$ cat config.mk
export PLATFORM = sky130hd
export DESIGN_NAME = dedup_set_table
export DESIGN_NICKNAME = d
export VERILOG_FILES = /design/src/rtl/core/dst_pkg.sv /design/src/rtl/core/dst_ram.sv /design/src/rtl/core/dst_engine.sv /design/src/rtl/core/dedup_set_table.sv
export VERILOG_INCLUDE_DIRS = /design/src /design/src/rtl/core
export SDC_FILE = /design/constraint.sdc
export NUM_CORES = 2
export LEC_CHECK = 0
export BUFFER_PORTS_ARGS = -buffer_cell sky130_fd_sc_hd__buf_2
export CAP_MARGIN = 10
export CELL_PAD_IN_SITES_DETAIL_PLACEMENT = 1
export CELL_PAD_IN_SITES_GLOBAL_PLACEMENT = 1
export CORE_ASPECT_RATIO = 0.7
export CORE_MARGIN = 4
export CORE_UTILIZATION = 50
export CTS_BUF_LIST = sky130_fd_sc_hd__clkbuf_8
export DETAILED_ROUTE_END_ITERATION = 8
export GPL_ROUTABILITY_DRIVEN = 0
export PLACE_DENSITY_LB_ADDON = 0.1
export SYNTH_ARGS = -nofsm -noshare
export SYNTH_HDL_FRONTEND = slang
export SYNTH_SLANG_ARGS = --single-unit
$ cat constraint.sdc
create_clock -name i_clk -period 4.5 [get_ports i_clk]
set_input_delay 0.45 -clock i_clk [delete_from_list [all_inputs] [get_ports i_clk]]
set_output_delay 0.45 -clock i_clk [all_outputs]
set_load 0.005 [all_outputs]
$ cat src/rtl/core/dedup_set_table_macros.svh
// Assertion macros shared by the dedup set table RTL.
// No dependencies; included by modules that carry concurrent checks.
`ifndef DEDUP_SET_TABLE_MACROS_SVH
`define DEDUP_SET_TABLE_MACROS_SVH

// Same-cycle implication, checked outside reset.
`define DST_ASSERT_IMPL(label, clk, rst_n, ante, cons) \
    label: assert property (@(posedge clk) disable iff (!(rst_n)) (ante) |-> (cons)) \
        else $error("dedup_set_table: same-cycle check failed");

// Next-cycle implication, checked outside reset.
`define DST_ASSERT_NEXT(label, clk, rst_n, ante, cons) \
    label: assert property (@(posedge clk) disable iff (!(rst_n)) (ante) |=> (cons)) \
        else $error("dedup_set_table: next-cycle check failed");

`endif

$ cat src/rtl/core/dst_pkg.sv
// Shared types and constants for the dedup set table.
// No dependencies; imported by the engine and the top level.
package dst_pkg;

    localparam int CMD_W      = 2;
    localparam int VALUE_IN_W = 32;
    localparam int POS_W      = 7;
    localparam int FILL_W     = 8;
    localparam int ST_W       = 2;

    typedef enum logic [CMD_W-1:0] {
        CMD_INSERT = 2'd0,
        CMD_DELETE = 2'd1,
        CMD_LOOKUP = 2'd2
    } t_command;

    typedef enum logic [ST_W-1:0] {
        ST_DONE    = 2'd0,
        ST_PRESENT = 2'd1,
        ST_FULL    = 2'd2,
        ST_ABSENT  = 2'd3
    } t_status;

    typedef struct packed {
        logic              found;
        logic [POS_W-1:0]  position;
        logic [FILL_W-1:0] fill_count;
        t_status           status;
    } t_result;

endpackage

$ cat src/rtl/core/dst_ram.sv
// Generic simple dual-port RAM: one write port, one read port, registered read.
// No dependencies.
module dst_ram #(
    parameter int WIDTH = 32,
    parameter int DEPTH = 128,
    localparam int AW   = $clog2(DEPTH)
) (
    input  logic             i_clk,
    input  logic             i_wr_en,
    input  logic [AW-1:0]    i_wr_addr,
    input  logic [WIDTH-1:0] i_wr_data,
    input  logic [AW-1:0]    i_rd_addr,
    output logic [WIDTH-1:0] o_rd_data
);

    logic [WIDTH-1:0] r_mem [DEPTH];
    logic [WIDTH-1:0] r_rd_data;

    always_ff @(posedge i_clk) begin
        if (i_wr_en) begin
            r_mem[i_wr_addr] <= i_wr_data;
        end
        r_rd_data <= r_mem[i_rd_addr];
    end

    assign o_rd_data = r_rd_data;

endmodule

$ cat src/rtl/core/dst_engine.sv
// Search and compaction sequencer for the dedup set table; owns the fill count.
// Depends on dst_pkg and dedup_set_table_macros.svh; drives one dst_ram.
`include "dedup_set_table_macros.svh"

module dst_engine #(
    parameter int DEPTH       = 128,
    parameter int VALUE_WIDTH = 32,
    localparam int AW         = $clog2(DEPTH),
    localparam int CW         = $clog2(DEPTH + 1)
) (
    input  logic                   i_clk,
    input  logic                   i_rst_n,
    input  logic                   i_valid,
    output logic                   o_ready,
    input  dst_pkg::t_command      i_command,
    input  logic [VALUE_WIDTH-1:0] i_value,
    output logic                   o_res_valid,
    input  logic                   i_res_ready,
    output dst_pkg::t_result       o_res,
    output logic [AW-1:0]          o_rd_addr,
    input  logic [VALUE_WIDTH-1:0] i_rd_data,
    output logic                   o_wr_en,
    output logic [AW-1:0]          o_wr_addr,
    output logic [VALUE_WIDTH-1:0] o_wr_data
);
    import dst_pkg::*;

    typedef enum logic [1:0] {
        S_IDLE,
        S_SEARCH,
        S_SHIFT,
        S_DONE
    } t_state;

    t_state                 r_state;
    logic [CW-1:0]          r_cnt;
    logic [AW-1:0]          r_idx;
    t_command               r_cmd;
    logic [VALUE_WIDTH-1:0] r_val;
    logic                   r_found;
    logic [POS_W-1:0]       r_pos;
    t_status                r_status;

    logic [CW-1:0] idx_p1;
    logic [CW-1:0] idx_p2;
    logic          hit;
    logic          last;
    logic          full;

    always_comb begin
        idx_p1 = CW'(r_idx) + CW'(1);
        idx_p2 = CW'(r_idx) + CW'(2);
        hit    = (r_cnt != '0) && (i_rd_data == r_val);
        last   = (idx_p1 >= r_cnt);
        full   = (r_cnt == CW'(DEPTH));
    end

    // Memory port control: the read for the next entry is issued while the
    // current one is compared or moved.
    always_comb begin
        o_rd_addr = '0;
        o_wr_en   = 1'b0;
        o_wr_addr = r_idx;
        o_wr_data = i_rd_data;
        unique case (r_state)
            S_SEARCH: begin
                o_rd_addr = AW'(idx_p1);
                o_wr_en   = !hit && last && (r_cmd == CMD_INSERT) && !full;
                o_wr_addr = AW'(r_cnt);
                o_wr_data = r_val;
            end
            S_SHIFT: begin
                o_rd_addr = AW'(idx_p2);
                o_wr_en   = 1'b1;
            end
            default: begin
                o_rd_addr = '0;
            end
        endcase
    end

    always_ff @(posedge i_clk) begin
        if (!i_rst_n) begin
            r_state <= S_IDLE;
            r_cnt   <= '0;
        end else begin
            unique case (r_state)
                S_IDLE: begin
                    if (i_valid) begin
                        r_cmd   <= i_command;
                        r_val   <= i_value;
                        r_idx   <= '0;
                        r_state <= S_SEARCH;
                    end
                end
                S_SEARCH: begin
                    if (hit) begin
                        r_found <= 1'b1;
                        r_pos   <= POS_W'(r_idx);
                        unique case (r_cmd)
                            CMD_INSERT: begin
                                r_status <= ST_PRESENT;
                                r_state  <= S_DONE;
                            end
                            CMD_DELETE: begin
                                r_status <= ST_DONE;
                                if (last) begin
                                    r_cnt   <= r_cnt - CW'(1);
                                    r_state <= S_DONE;
                                end else begin
                                    r_state <= S_SHIFT;
                                end
                            end
                            default: begin
                                r_status <= ST_DONE;
                                r_state  <= S_DONE;
                            end
                        endcase
                    end else if (last) begin
                        r_found <= 1'b0;
                        r_pos   <= '0;
                        r_state <= S_DONE;
                        if (r_cmd == CMD_INSERT) begin
                            if (full) begin
                                r_status <= ST_FULL;
                            end else begin
                                r_status <= ST_DONE;
                                r_cnt    <= r_cnt + CW'(1);
                            end
                        end else begin
                            r_status <= ST_ABSENT;
                        end
                    end else begin
                        r_idx <= AW'(idx_p1);
                    end
                end
                S_SHIFT: begin
                    if (idx_p2 >= r_cnt) begin
                        r_cnt   <= r_cnt - CW'(1);
                        r_state <= S_DONE;
                    end else begin
                        r_idx <= AW'(idx_p1);
                    end
                end
                S_DONE: begin
                    if (i_res_ready) begin
                        r_state <= S_IDLE;
                    end
                end
                default: begin
                    r_state <= S_IDLE;
                end
            endcase
        end
    end

    assign o_ready     = (r_state == S_IDLE);
    assign o_res_valid = (r_state == S_DONE);

    always_comb begin
        o_res.found      = r_found;
        o_res.position   = r_pos;
        o_res.fill_count = FILL_W'(r_cnt);
        o_res.status     = r_status;
    end

    `DST_ASSERT_IMPL(a_cnt_bound, i_clk, i_rst_n, 1'b1, r_cnt <= CW'(DEPTH))
    `DST_ASSERT_IMPL(a_shift_range, i_clk, i_rst_n, r_state == S_SHIFT, idx_p1 < r_cnt)
    `DST_ASSERT_NEXT(a_cnt_hold_idle, i_clk, i_rst_n, r_state == S_IDLE, r_cnt == $past(r_cnt))
    `DST_ASSERT_IMPL(a_wr_state, i_clk, i_rst_n, o_wr_en, r_state == S_SEARCH || r_state == S_SHIFT)

endmodule

$ cat src/rtl/core/dedup_set_table.sv
// Top level of the dedup set table: memory, sequencer and output register.
// Depends on dst_pkg, dst_ram and dst_engine.
//
//   channel   direction  handshake                 payload
//   input     in         i_in_valid / o_in_ready   i_command, i_value
//   result    out        o_out_valid / i_out_ready o_found, o_position,
//                                                  o_fill_count, o_status
//
// The sequencer compares the stored entries in order from position zero: the
// match position plus one of them, or the fill count on a miss, and at least
// one; a delete then moves each entry after the match down one place. The
// single read port of the entry memory sets this pace: one entry per cycle.
// Reset clears the fill count and the control state; the memory is not
// cleared, since only entries below the fill count are ever read.
// A waiting result in the output register does not stall the next item;
// the sequencer only holds when a second result is ready before the first
// has been taken.
module dedup_set_table #(
    parameter int DEPTH       = 128,
    parameter int VALUE_WIDTH = 32
) (
    input  logic                                 i_clk,
    input  logic                                 i_rst_n,
    input  logic                                 i_in_valid,
    output logic                                 o_in_ready,
    input  logic [dst_pkg::CMD_W-1:0]            i_command,
    input  logic signed [dst_pkg::VALUE_IN_W-1:0] i_value,
    output logic                                 o_out_valid,
    input  logic                                 i_out_ready,
    output logic                                 o_found,
    output logic [dst_pkg::POS_W-1:0]            o_position,
    output logic [dst_pkg::FILL_W-1:0]           o_fill_count,
    output logic [dst_pkg::ST_W-1:0]             o_status
);
    import dst_pkg::*;

    localparam int AW = $clog2(DEPTH);

    logic [AW-1:0]          rd_addr;
    logic [VALUE_WIDTH-1:0] rd_data;
    logic                   wr_en;
    logic [AW-1:0]          wr_addr;
    logic [VALUE_WIDTH-1:0] wr_data;
    logic [VALUE_WIDTH-1:0] value_cmp;
    logic                   res_valid;
    logic                   res_ready;
    t_result                res;

    logic                   r_out_valid;
    t_result                r_out;

    // Values compare on their low VALUE_WIDTH bits; a wider table sign-extends.
    assign value_cmp = VALUE_WIDTH'(i_value);

    dst_ram #(
        .WIDTH (VALUE_WIDTH),
        .DEPTH (DEPTH)
    ) u_entries (
        .i_clk     (i_clk),
        .i_wr_en   (wr_en),
        .i_wr_addr (wr_addr),
        .i_wr_data (wr_data),
        .i_rd_addr (rd_addr),
        .o_rd_data (rd_data)
    );

    dst_engine #(
        .DEPTH       (DEPTH),
        .VALUE_WIDTH (VALUE_WIDTH)
    ) u_engine (
        .i_clk       (i_clk),
        .i_rst_n     (i_rst_n),
        .i_valid     (i_in_valid),
        .o_ready     (o_in_ready),
        .i_command   (t_command'(i_command)),
        .i_value     (value_cmp),
        .o_res_valid (res_valid),
        .i_res_ready (res_ready),
        .o_res       (res),
        .o_rd_addr   (rd_addr),
        .i_rd_data   (rd_data),
        .o_wr_en     (wr_en),
        .o_wr_addr   (wr_addr),
        .o_wr_data   (wr_data)
    );

    // The output register takes a new result when it is empty or its
    // current result is transferred in the same cycle.
    assign res_ready = !r_out_valid || i_out_ready;

    always_ff @(posedge i_clk) begin
        if (!i_rst_n) begin
            r_out_valid <= 1'b0;
        end else begin
            if (res_valid && res_ready) begin
                r_out_valid <= 1'b1;
                r_out       <= res;
            end else if (i_out_ready) begin
                r_out_valid <= 1'b0;
            end
        end
    end

    assign o_out_valid  = r_out_valid;
    assign o_found      = r_out.found;
    assign o_position   = r_out.position;
    assign o_fill_count = r_out.fill_count;
    assign o_status     = r_out.status;

endmodule

==> flow_results.org <==
** Outcome
- The run finished, with violations left.
- Violations in the final reports :: setup timing

** Yosys
- Share of flip-flops with an asynchronous set or reset :: 0%
- After synthesis, the mean cell area works out to 19.5 sq um.
- Combinational family with the most area after synthesis :: multiplexers
- Predominant post-synthesis flop cell :: edfxtp_1
- edfxtp_1 takes more of the synthesized area than any other cell.
- Post-synth cell types :: 66
- The synthesized netlist devotes 1.83% of its cell area to compound gates.
- The portion of synthesized area spent on multiplexers is 12.9%.
- Largest cells by area after synthesis :: edfxtp_1, mux4_2, nand2_1, nand3_1, a31oi_1
- Xor/xnor cell area share of the yosys netlist :: 0.237%
- Number of enable-type register cells in the synthesized netlist :: 4165
- Syn nets :: 8380
- Top cell types by occurrence after synthesis :: edfxtp_1, nand2_1, mux4_2
- Synthesis inferred 4208 register bits.
- Synthesized-area fraction occupied by and/or/nand/nor cells :: 5.65%
- Number of warnings reported in the yosys synthesis log :: 0
- Cells after Synth :: 8318
- Summing the areas of all fa, ha and maj instances in the mapped netlist gives 0.185% of the synthesized area.
- Netlist Area Pre-Place :: 162000 sq um
- Sequential element share of the synthesized area :: 77.6%
- The synthesized design devotes to its leading area cell type 77.1% of total area.
- Most used standard cell by instance count after synthesis :: edfxtp_1

** GRT
- Overflow after GRT :: 0
- Via count of the first global-routing pass :: 90321
- Entering global routing, the biggest net connects 129 pins.
- The first global-routing pass estimated 730 mm of wire.
- The initial antenna violation count was 42.
- GRT Resource Usage Total :: 31.4%

** Clock tree
- TritonCTS built the clock tree.
- After clock tree synthesis, the clock-pin slew on the worst setup and hold paths is 0.06 ns.
- The longest clock path from root to sink contains 4 buffers.
- Number of sinks driven by the clock tree :: 4208
- The clock tree synthesis step divided the H-tree into 6 levels.
- For the worst-skew pair, the clock arrives at the later sink with an insertion delay of 1.12 ns.
- Number of buffers created by CTS :: 635
- Root Driver :: clkbuf_8

** Finish
- Layout cells sized above 1 :: 26.4%
- For this run, the post-layout net count is 9261.
- Design Area, Final :: 186000 sq um
- Fillers :: 27937
- From synthesis to final layout, the design area changed by 14.8%.

** Critical path
- For the worst setup path, the data required time is 5.49 ns.
- Endpoint of the worst-slack reg-to-reg timing path :: u_entries.o_rd_data[22]
- Critical Path Max Stage Delay :: 0.76 ns
- Worst setup SP type :: register
- Launch instance of the worst register-to-register path :: u_engine.r_state[0]
- Maximum fanout encountered on the critical timing path :: 31
- Signal arrival time at the worst endpoint :: 5.53 ns
- Last element of the critical path :: u_entries.o_rd_data[22]
- Logic depth of the worst path, buffers included :: 10
- Critical path start-end classification :: reg2reg
- In this run the register-to-register setup slack is -0.04 ns.
- The critical path contains buffers and inverters numbering 2 combined.
- Source of the critical timing path :: u_engine.r_state[0]
- STA classifies the critical path endpoint as a register.
- Broken down by cell family, the worst path's largest delay share belongs to compound AO/OA/AOI/OAI gates.
- Crit path cell chain :: inv_1 -> ha_1 -> nand2_1 -> o221ai_2 -> a22o_4 -> nor2_4 -> buf_4 -> a32oi_1 -> a31oi_1 -> nor4_1
- Slowest stage cell on the critical path :: a32oi_1
- Register-to-Register Path Depth :: 10

** Detailed routing
- Summing over every cut layer, the via total after detailed routing is 90045.
- The detailed router finished its first iteration with 15267 violations.
- Antenna viol nets, final :: 0
- After detailed routing, the total wire length is 525 mm.
- The first detailed-routing pass took 6 iterations.
- After detailed routing, the number of remaining DRC violations is 0.
- Detail-routed net length per standard cell :: 37.5 microns
- Drt via density :: 6.42

** Power and ir drop
- Worst voltage drop across the vdd grid :: 0.788 mV
- Static leakage :: 60.3 nW
- Power density cells :: 677 nW/um^2
- The design draws 0.126 W.

** Flow run
- Max-cap violation count :: 0

** Die
- The die covers 334000 sq um.
- For this design the top-level I/O count stands at 58.
- Effective utilization at floorplan :: 50.4%
- In this run the core area contains 174 standard-cell rows.
- The floorplan step set the die height to 485 microns.
- The core region is 322000 sq um.
- Die Wd :: 689 microns

** STA
- Subtracting the final worst setup slack from the clock period gives 4.54 ns.
- The final critical path takes up 101% of the cycle.
- Final hold viol count :: 0
- Post-layout worst setup margin :: -0.0387 ns
- For the final routed database, the setup TNS stands at -0.0387 ns.
- Worst Max-Slew Pin Slew :: 1.29 ns
- Derived from the worst setup path, the maximum achievable clock frequency is 220 MHz.
- Setup violators final :: 1
- Worst Hold Margin :: 0.0966 ns
- Across the routed clock network, the largest skew measured is 0.0766 ns.
- Setup repair after global routing missed its margin :: no
- Number of slew-limit violations in the final report :: 0
- Measured against its own limit, the worst slew margin works out to 13.7%.

** Placement
- The placed instances occupy a cell area of 174000 sq um.
- Detailed Place HPWL :: 329 mm
- Input and output buffers added on the ports amount to 57.

** Worst hold path
- The min-delay analysis places its worst path in the category in2reg.
- Startpoint of the lowest-slack hold path :: i_value[26]
[routing by layer]
layer  share of wire, %  GRT usage (%)  vias to the layer above
met4                3.5           10.1                        8
met2                 43           44.1                     5711
met5              0.012              0                        -
met3                 13           9.27                      838
li1                   -              -                    35502
met1                 41           47.6                    47986
[layout by cell type, fill, tap and decap left out, types with 7 or more instances in the layout]
cell,count
edfxtp_1,4165
nand2_1,1198
mux4_2,882
clkbuf_8,668
nand3_1,652
buf_4,401
inv_1,219
buf_12,219
a31oi_1,171
clkinv_1,155
nor2_4,136
mux2i_1,77
a22oi_1,71
clkinv_2,66
a32oi_1,60
buf_2,57
dlygate4sd3_1,46
nor4_1,44
dfxtp_1,43
a21oi_1,36
xor2_1,34
mux2_4,25
ha_1,23
and2_1,17
a31oi_2,17
clkinvlp_4,15
diode_2,14
nor2_1,14
o21ai_0,13
nand4_1,12
bufinv_16,11
xnor2_1,10
inv_6,9
nand2_2,8
mux2_8,7
nor3_1,7
[cells by family (layout without fill, tap and decap cells)]
| kind of cell | after synthesis | after routing |
|---|---|---|
| adder cells (fa/ha/maj) | 24 | 24 |
| other | 0 | 14 |
| flip-flops | 4208 | 4208 |
| AND/OR/NAND/NOR | 2129 | 2129 |
| buffers and inverters | 497 | 1874 |
| AO/OA/AOI/OAI | 425 | 425 |
| multiplexers | 991 | 991 |
| XOR/XNOR | 44 | 44 |
[report_power, final]
part | internal, W | switching, W | total [W]
clock network | 0.0144 | 0.0150 | 0.0294
registers | 0.0511 | 0.000509 | 0.0517
logic | 0.0133 | 0.0317 | 0.0450
[metrics by stage]
step | utilization (%) | setup WS [ns] | instances
2_1_floorplan | - | 0.00156 | 8318
3_3_place_gp | 54.0 | -0.703 | 12817
3_5_place_dp | 54.0 | -0.376 | 12821
4_1_cts | 57.8 | 0.00899 | 14004
5_1_grt | 57.8 | 0.0193 | 14010
6_report | 57.8 | -0.0387 | 14021
[worst reg2reg max path: cells and delay by family (launching register included)]
kind,cells,cell delay [ns]
AOI/OAI and AO/OA,4,2.15
adders and majority gates,1,0.67
and+or+nand+nor,3,0.73
DFF,1,0.44
buffers and inverters,2,0.43
[sequential cells by signal, indices dropped and copies added (netlist names)]
| signal | count |
|---|---|
| o_out_valid | 1 |
| u_engine.r_state | 2 |
| u_entries.o_rd_data | 32 |
| u_engine.r_idx | 7 |
| u_engine.r_pos | 7 |
| u_engine.r_found | 1 |
| o_fill_count | 8 |
| u_engine.r_status | 2 |
| u_engine.r_val | 32 |
| o_found | 1 |
| u_entries.r_mem | 4096 |
| u_engine.r_cmd | 2 |
| o_status | 2 |
| o_position | 7 |
| u_engine.r_cnt | 8 |
[worst min path at each step]
stage / depth (start not counted) / slack [ns] / end
finish: 2 / 0.1 / u_engine.r_val[26]
global route: 2 / 0.05 / u_engine.r_val[26]
CTS: 2 / 0.005 / u_engine.r_val[25]
detailed placement: 0 / 0.41 / o_status[0]
global placement: 0 / 0.41 / o_status[0]
floorplan: 0 / 0.40 / o_found
[layout make-up]
type	count	area, sq um	share of cell area, %
flip-flops and latches	4208	126000	67.6
multi-input cells	3613	35300	18.9
clock buffers	668	9190	4.93
repair buffers	726	8180	4.39
well taps	4312	5400	2.90
clock inverters	465	2280	1.22
inverters	15	56.3	0.0302
diodes	14	35.0	0.0188
[repair_timing]
item / 4_1_cts / 5_1_grt
gates resized for setup: 7 / 19
pin swaps: 2 / 1
hold buffers: 46 / 0
endpoints found under the hold margin: 77 / 0
buffers inserted: 4 / 3
setup endpoints to repair: 19 / 17
No activity file was read; power rests on OpenSTA's default activity.
